`config.mk`:
```
export PLATFORM = sky130hd
export DESIGN_NAME = cordic_atan2_phase
export DESIGN_NICKNAME = d
export VERILOG_FILES = /design/src/hdl/cap_pkg.sv /design/src/hdl/cap_rot.sv /design/src/hdl/cordic_atan2_phase.sv
export SDC_FILE = /design/constraint.sdc
export NUM_CORES = 2
export LEC_CHECK = 0
export ABC_AREA = 0
export BUFFER_PORTS_ARGS = -buffer_cell sky130_fd_sc_hd__buf_2
export CORE_MARGIN = 2
export CORE_UTILIZATION = 23
export DETAILED_ROUTE_END_ITERATION = 7
export SLEW_MARGIN = 20
export SYNTH_ARGS = -nofsm -noshare
export SYNTH_HDL_FRONTEND = slang
export SYNTH_SLANG_ARGS = --single-unit
```
`constraint.sdc`:
```
create_clock -name clk -period 21.1 [get_ports clk]
set_input_delay 1.055 -clock clk [delete_from_list [all_inputs] [get_ports clk]]
set_output_delay 1.055 -clock clk [all_outputs]
set_load 0.1 [all_outputs]
```
`src/hdl/cap_pkg.sv`:
```
package cap_pkg;

    localparam int IN_W       = 16;
    localparam int XY_W       = 19;     // input plus CORDIC gain plus sign margin
    localparam int PHASE_W    = 20;     // Q3.17 radians
    localparam int ITERATIONS = 16;
    localparam int ITERS_PER_STAGE = 4;
    localparam int NUM_STAGES = (ITERATIONS + ITERS_PER_STAGE - 1) / ITERS_PER_STAGE;
    localparam int DELAY      = 8;
    localparam int SHIFT_W    = 4;

    localparam logic signed [PHASE_W-1:0] HALF_PI_Q17 = 20'sd205887;

    // atan(2^-i) * 2^17, rounded
    localparam logic signed [PHASE_W-1:0] ATAN_Q17 [16] = '{
        20'sd102944, 20'sd60771, 20'sd32110, 20'sd16299,
        20'sd8181,   20'sd4095,  20'sd2048,  20'sd1024,
        20'sd512,    20'sd256,   20'sd128,   20'sd64,
        20'sd32,     20'sd16,    20'sd8,     20'sd4
    };

    typedef struct packed {
        logic signed [XY_W-1:0]    x;
        logic signed [XY_W-1:0]    y;
        logic signed [PHASE_W-1:0] z;
    } cap_vec_t;

endpackage

```
`src/hdl/cap_rot.sv`:
```
module cap_rot
    import cap_pkg::*;
(
    input  logic [SHIFT_W-1:0]        shift,
    input  logic signed [PHASE_W-1:0] atan_val,
    input  cap_vec_t                  din,
    output cap_vec_t                  dout
);

    logic signed [XY_W-1:0] xs;
    logic signed [XY_W-1:0] ys;

    assign xs = din.x >>> shift;
    assign ys = din.y >>> shift;

    always_comb
    begin
        if (!din.y[XY_W-1])
        begin
            dout.x = din.x + ys;
            dout.y = din.y - xs;
            dout.z = din.z + atan_val;
        end
        else
        begin
            dout.x = din.x - ys;
            dout.y = din.y + xs;
            dout.z = din.z - atan_val;
        end
    end

endmodule

```
`src/hdl/cordic_atan2_phase.sv`:
```
// channel | signals                              | width
// --------+--------------------------------------+--------------------------
// in      | in_valid, in_stall, sample_real/imag | 16 + 16, signed
// out     | out_valid, out_stall, phase          | 20, signed Q3.17 radians
//
// One request per cycle sustained while the output is not stalled.
// Accepted requests pass one pre-rotation stage, four CORDIC stages of
// four micro-rotations each, and the output stage with the 8-deep delay line.
// Each phase comes from the request 8 requests earlier; zero after reset.
// A stalled output freezes the whole pipeline and raises in_stall.
module cordic_atan2_phase
    import cap_pkg::*;
(
    input  logic                      clk,
    input  logic                      rst_n,
    input  logic                      in_valid,
    output logic                      in_stall,
    input  logic signed [IN_W-1:0]    sample_real,
    input  logic signed [IN_W-1:0]    sample_imag,
    output logic                      out_valid,
    input  logic                      out_stall,
    output logic signed [PHASE_W-1:0] phase
);

    logic                      adv;
    logic [NUM_STAGES:0]       valid_reg;
    cap_vec_t                  vec_reg [NUM_STAGES+1];
    cap_vec_t                  pre_next;
    logic signed [XY_W-1:0]    x_in;
    logic signed [XY_W-1:0]    y_in;
    logic signed [PHASE_W-1:0] dly_reg [DELAY];
    logic                      out_valid_reg;
    logic signed [PHASE_W-1:0] phase_reg;

    assign adv      = !out_valid_reg || !out_stall;
    assign in_stall = !adv;

    assign x_in = {{(XY_W-IN_W){sample_real[IN_W-1]}}, sample_real};
    assign y_in = {{(XY_W-IN_W){sample_imag[IN_W-1]}}, sample_imag};

    // left half plane: turn by +-pi/2 into the right half plane
    always_comb
    begin
        if (!x_in[XY_W-1])
        begin
            pre_next.x = x_in;
            pre_next.y = y_in;
            pre_next.z = '0;
        end
        else if (!y_in[XY_W-1])
        begin
            pre_next.x = y_in;
            pre_next.y = -x_in;
            pre_next.z = HALF_PI_Q17;
        end
        else
        begin
            pre_next.x = -y_in;
            pre_next.y = x_in;
            pre_next.z = -HALF_PI_Q17;
        end
    end

    always_ff @(posedge clk)
    begin
        if (adv)
        begin
            vec_reg[0] <= pre_next;
        end
    end

    for (genvar s = 0; s < NUM_STAGES; s++)
    begin : g_stage
        cap_vec_t chain [ITERS_PER_STAGE+1];

        assign chain[0] = vec_reg[s];

        for (genvar k = 0; k < ITERS_PER_STAGE; k++)
        begin : g_iter
            if (s * ITERS_PER_STAGE + k < ITERATIONS)
            begin : g_rot
                cap_rot u_rot (
                    .shift    (SHIFT_W'(s * ITERS_PER_STAGE + k)),
                    .atan_val (ATAN_Q17[s * ITERS_PER_STAGE + k]),
                    .din      (chain[k]),
                    .dout     (chain[k+1])
                );
            end
            else
            begin : g_pass
                assign chain[k+1] = chain[k];
            end
        end

        always_ff @(posedge clk)
        begin
            if (adv)
            begin
                vec_reg[s+1] <= chain[ITERS_PER_STAGE];
            end
        end
    end

    always_ff @(posedge clk or negedge rst_n)
    begin
        if (!rst_n)
        begin
            valid_reg     <= '0;
            out_valid_reg <= 1'b0;
            for (int k = 0; k < DELAY; k++)
            begin
                dly_reg[k] <= '0;
            end
        end
        else if (adv)
        begin
            valid_reg     <= {valid_reg[NUM_STAGES-1:0], in_valid};
            out_valid_reg <= valid_reg[NUM_STAGES];
            if (valid_reg[NUM_STAGES])
            begin
                for (int k = DELAY - 1; k > 0; k--)
                begin
                    dly_reg[k] <= dly_reg[k-1];
                end
                dly_reg[0] <= vec_reg[NUM_STAGES].z;
            end
        end
    end

    always_ff @(posedge clk)
    begin
        if (adv && valid_reg[NUM_STAGES])
        begin
            phase_reg <= dly_reg[DELAY-1];
        end
    end

    assign out_valid = out_valid_reg;
    assign phase     = phase_reg;

    a_freeze: assert property (@(posedge clk) disable iff (!rst_n)
        (out_valid && out_stall) |-> in_stall)
        else $error("input accepted while output is stalled");

    a_enter: assert property (@(posedge clk) disable iff (!rst_n)
        (in_valid && !in_stall) |=> valid_reg[0])
        else $error("accepted request not captured in first stage");

    a_exit: assert property (@(posedge clk) disable iff (!rst_n)
        (adv && valid_reg[NUM_STAGES]) |=> out_valid)
        else $error("finished request did not reach output register");

endmodule
```
## Word level (Yosys, flattened, before mapping)

Memories as Yosys holds them, arrays and structs flattened. A register that Yosys moved wholly into a read port is not among the register bits.
Cells that the tools add are included.

- Memories: 1
- Logic and storage cells: 135
- Register bits: 166
- Memory bits (writable): 290
- Input bits: 36

Memory list:

| name | depth | bits a word | rd ports | clocked after Yosys merged registers in | wr ports | RTL line | RTL |
|---|---|---|---|---|---|---|---|
| vec_reg | 5 | 58 | 5 | 1 | 5 | cordic_atan2_phase.sv:27 | `cap_vec_t vec_reg [NUM_STAGES+1];` |

- Mux-type cells: 20
- Add/sub/neg operators: 97
- Reduce and logical (&&, ||, !) cells: 7

Operators by type and width:

| operator | number |
|---|---|
| 2-to-1 mux 58 bit | 18 |
| adder 20 x 13 -> 20 bit (second input constant) | 2 |
| subtractor 20 x 13 -> 20 bit (second input constant) | 2 |
| adder 19 x 10 -> 19 bit | 2 |
| adder 19 x 11 -> 19 bit | 2 |
| adder 19 x 12 -> 19 bit | 2 |
| adder 19 x 13 -> 19 bit | 2 |
| adder 19 x 14 -> 19 bit | 2 |
| adder 19 x 15 -> 19 bit | 2 |
| adder 19 x 16 -> 19 bit | 2 |
| adder 19 x 17 -> 19 bit | 2 |
| adder 19 x 18 -> 19 bit | 2 |
| adder 19 x 4 -> 19 bit | 2 |
| adder 19 x 5 -> 19 bit | 2 |
| adder 19 x 6 -> 19 bit | 2 |
| adder 19 x 7 -> 19 bit | 2 |
| adder 19 x 8 -> 19 bit | 2 |
| adder 19 x 9 -> 19 bit | 2 |
| negator 16 -> 19 bit | 2 |
| subtractor 19 x 10 -> 19 bit | 2 |
| subtractor 19 x 11 -> 19 bit | 2 |
| subtractor 19 x 12 -> 19 bit | 2 |
| subtractor 19 x 13 -> 19 bit | 2 |
| subtractor 19 x 14 -> 19 bit | 2 |
| 45 further kinds | 60 |

## Logic depth before layout (Yosys ltp)

An unclocked memory read counts as a cell.

- Depth in word-level cells: 9
- Gate-level depth with buffers: 62
- Gate-level depth less buffers: 60

## By module

A second synthesis with hierarchy kept.

- Cell total of the unflattened synthesis: 12722
- Area total of the unflattened synthesis: 106662.3 µm²

By module, submodules not included:

| module | cells an instance | instances | area each (µm²) |
|---|---|---|---|
| cap_rot (g_stage[0].g_iter[1].g_rot.u_rot ...) | 742 | 8 | 5735.5 |
| cordic_atan2_phase | 769 | 1 | 14795.4 |
| cap_rot (g_stage[3].g_iter[0].g_rot.u_rot ...) | 758 | 2 | 5751.8 |
| cap_rot (g_stage[0].g_iter[0].g_rot.u_rot ...) | 738 | 2 | 5721.7 |
| cap_rot (g_stage[0].g_iter[3].g_rot.u_rot) | 768 | 1 | 5935.7 |
| cap_rot (g_stage[3].g_iter[3].g_rot.u_rot) | 759 | 1 | 5781.8 |
| cap_rot (g_stage[3].g_iter[1].g_rot.u_rot) | 758 | 1 | 5753.0 |
| cap_rot (g_stage[2].g_iter[3].g_rot.u_rot) | 740 | 1 | 5565.3 |

## Least setup slack after synthesis

Ideal clock, no wire load.

- Kind: reg-to-reg
- Start point: mem vec_reg[2][38] in the netlist's numbering
- End point: mem vec_reg[3][57] in the netlist's numbering (data pin)
- Setup slack: 8.057 ns
- Arrival time: 12.768 ns
- Clock period less this slack: 13.043 ns
- Cell stages (with the launch flop): 56
- Path through: edfxtp_1 clkbuf_1 clkbuf_1 nor2_1 xor2_1 ha_1 nor2b_1 o31a_1 o31ai_1 a211oi_1 or4_1 nand3_1 nand2_1 inv_1 buf_1 nor2_1 xor2_1 ha_1 [... 20 more ...] o41ai_1 xnor2_1 clkbuf_1 mux2i_1 fa_1 a21o_1 a21oi_1 o21ai_0 a21oi_1 o21ai_0 a21oi_1 nor2b_1 o31ai_1 a21oi_1 a41o_1 o41ai_1 xnor2_1 xnor2_1

RTL lines:

| item | RTL line |
|---|---|
| start: declaration | cordic_atan2_phase.sv:27 |

==> results.yml <==
floorplan:
  die_area_um2: 245000
  std_cell_rows: 180
  die_w_um: 495
  initial_core_util_pct: 23.1
  die-height_um: 495
  io_pins: 58
  core_area_um2: 240000
setup_path:
  crit_path_end_kind: "flip-flop"
  crit_top_cell: "o21ai_0"
  arrival_ns: 16.02
  startpoint: "vec_reg[2][47]"
  max_stage_delay_ns: 0.90
  critPathBufInv: 5
  cp_slowest_cell: "nor4b_1"
  worstPathRequired_ns: 21.50
  worst_setup_path_start_kind: "flip-flop"
  crit_path_max_fanout: 46
  critPathTopFamily: "compound AO/OA/AOI/OAI gates"
  critical_path_class: "flip-flop to flip-flop"
  r2r-start: "vec_reg[2][47]"
run_status:
  status: "finished clean"
logic_synthesis:
  synth.top_cell.area_share_pct: 17.8
  syn_area_per_cell_um2: 8.51
  synth_area_leaders: "ha_1, edfxtp_1, xnor2_1"
  syn_area_um2: 55400
  synthDistinctLibCells: 106
  synth_edf_count: 255
  yosysMostFrequentCell: "ha_1"
  yosys_warnings: 0
  synth_cells: 6515
  ys_ff_latch: 421
  ys_top_cells_by_count: "ha_1, nor2_1, xnor2_1, a21oi_1, inv_1"
  synth_top_area_cell: "ha_1"
  async_flop_share_pct: 39.4
  synth_ff_type: "edfxtp_1"
  synth-seq-area-share_pct: 21.3
cells_and_area:
  register_area_um2: 11800
  drive_above_1_share_pct: 6.85
  largest_reg_flops: 235
  layout.nets: 7401
  n_fill_cell: 25800
  syn2layout_area_growth_pct: 10.4
  n_antenna_cell: 0
  multi_input_area_um2: 41500
global_routing:
  grt_max_degree: 138
  grt_antenna_before_repair: 1
  overflow: 0
  grt_pass1_vias: 45000
  grt_pass1_wl_mm: 227
  grt_use_total_pct: 10.9
sta:
  hold_viol_final: 0
  worst_pin_slew_ns: 1.12
  period_minus_slack_ns: 15.63
  fin_setup_tns_ns: 0
  clock_skew_ns: 0.0374
  fmax_ghz: 0.0640
  min_period_over_period_pct: 74.1
  slew_violations: 0
  grt_setup_unrepaired: "no"
  relSlewSlack_pct: 24.5
  finalSetupViolations: 0
clock_network:
  cts-hold-fix-buffers: 0
  cts_made_buffers: 48
  htreeDepth: 2
  cts_resized: 0
  ctsLongestPathBuffers: 3
  cts.sinks: 421
  clk_root_buffer_cell: "clkbuf_16"
  postCtsSetupRepairBufs: 0
  path_clk_slew_ns: 0.06
  cts_tree: "yes"
  worstSkewPairLatency_ns: 0.66
detailed_routing:
  postRouteWirelength_mm: 140
  wl_per_cell_um: 14.4
  first_pass_iters: 5
  via_count: 46600
  avgViaCountPerCell: 4.78
  drc_errors: 0
  antenna_violating_nets_post_route: 0
  drtIter0Drc: 2839
place:
  io_buffers: 57
  place_congestion: 0.901
  dp_hpwl_mm: 114
job:
  max-cap-violations: 0
min_path:
  hold_path.class: "input port to async pin"
## logic make-up (layout without fill, tap and decap cells)
group,after synthesis,in the layout,synth area share [%]
AOI/OAI and AO/OA,1767,1767,20.8
xor gates and xnor gates,824,824,13.3
adders and majority gates,837,837,19.5
buffers and inverters,572,623,3.93
DFF,421,421,21.3
muxes,218,218,4.36
other,1,3,0.00677
and+or+nand+nor,1875,1875,16.7
## cell type report
class	count	share of cell area (%)
Timing Repair Buffer	78	0.755
Inverter	455	2.79
Sequential cell	421	19.3
Tap cell	3185	6.51
Clock inverter	31	0.695
Multi-Input combinational cell	5524	67.8
Clock buffer	59	2.13
## metrics by stage
stage / hold slack [ns] / area (um2) / utilization (%) / cells / setup slack, ns
finish: 0.423 / 61200 / 25.5 / 9753 / 5.47
global route: 0.431 / 61200 / 25.5 / 9753 / 4.23
CTS: 0.425 / 61200 / 25.5 / 9753 / 5.47
detailed placement: 0.405 / 59400 / 24.8 / 9663 / 5.52
global placement: 0.407 / 59400 / 24.8 / 9663 / 5.63
floorplan: 0.400 / 55400 / - / 6517 / 8.06
## cell usage in the layout, fill, tap and decap left out, drive strengths merged, types with 61 or more instances in the layout
cell type / instances
dfrtp: 166
nand3: 118
o21bai: 89
a21boi: 61
o21a: 109
a21oi: 508
mux2: 187
nor3: 183
inv: 458
nand2: 338
a21o: 183
o21ai: 358
buf: 78
nor2b: 115
xor2: 251
edfxtp: 255
ha: 790
nand2b: 85
nor2: 639
xnor2: 567
## metal layers
metal / share of wire (%) / up-vias / GRT usage [%]
met5: 0 / - / 0
met4: 2.0 / 0 / 2.37
met3: 3.0 / 159 / 1.04
met2: 49 / 765 / 20.0
met1: 46 / 22000 / 13.8
li1: - / 23700 / -
## worst paths after layout
kind                                  end  slack, ns  depth (start not counted)
setup / recovery           vec_reg[3][38]       5.47                         57
hold / removal                  out_valid       0.42                          1
setup reg to reg           vec_reg[3][38]       5.47                         57
hold reg to reg             vec_reg[4][0]       0.42                          0
max in group asynchronous     dly_reg[56]      19.18                          2
min in group clk            vec_reg[4][0]       0.42                          0
## worst reg2reg max path, delay by kind of cell (launching register included)
kind / cells / cell delay, ns
xor+xnor: 5 / 0.91
buf+inv: 5 / 2.09
compound gates: 28 / 6.48
fa+ha+maj: 5 / 1.84
flops: 1 / 0.50
mux: 1 / 0.45
simple gates: 13 / 3.09
Power is left out: the tool's default activity adds up to more than one toggle a clock period on the data nets, which glitch-free logic cannot reach.
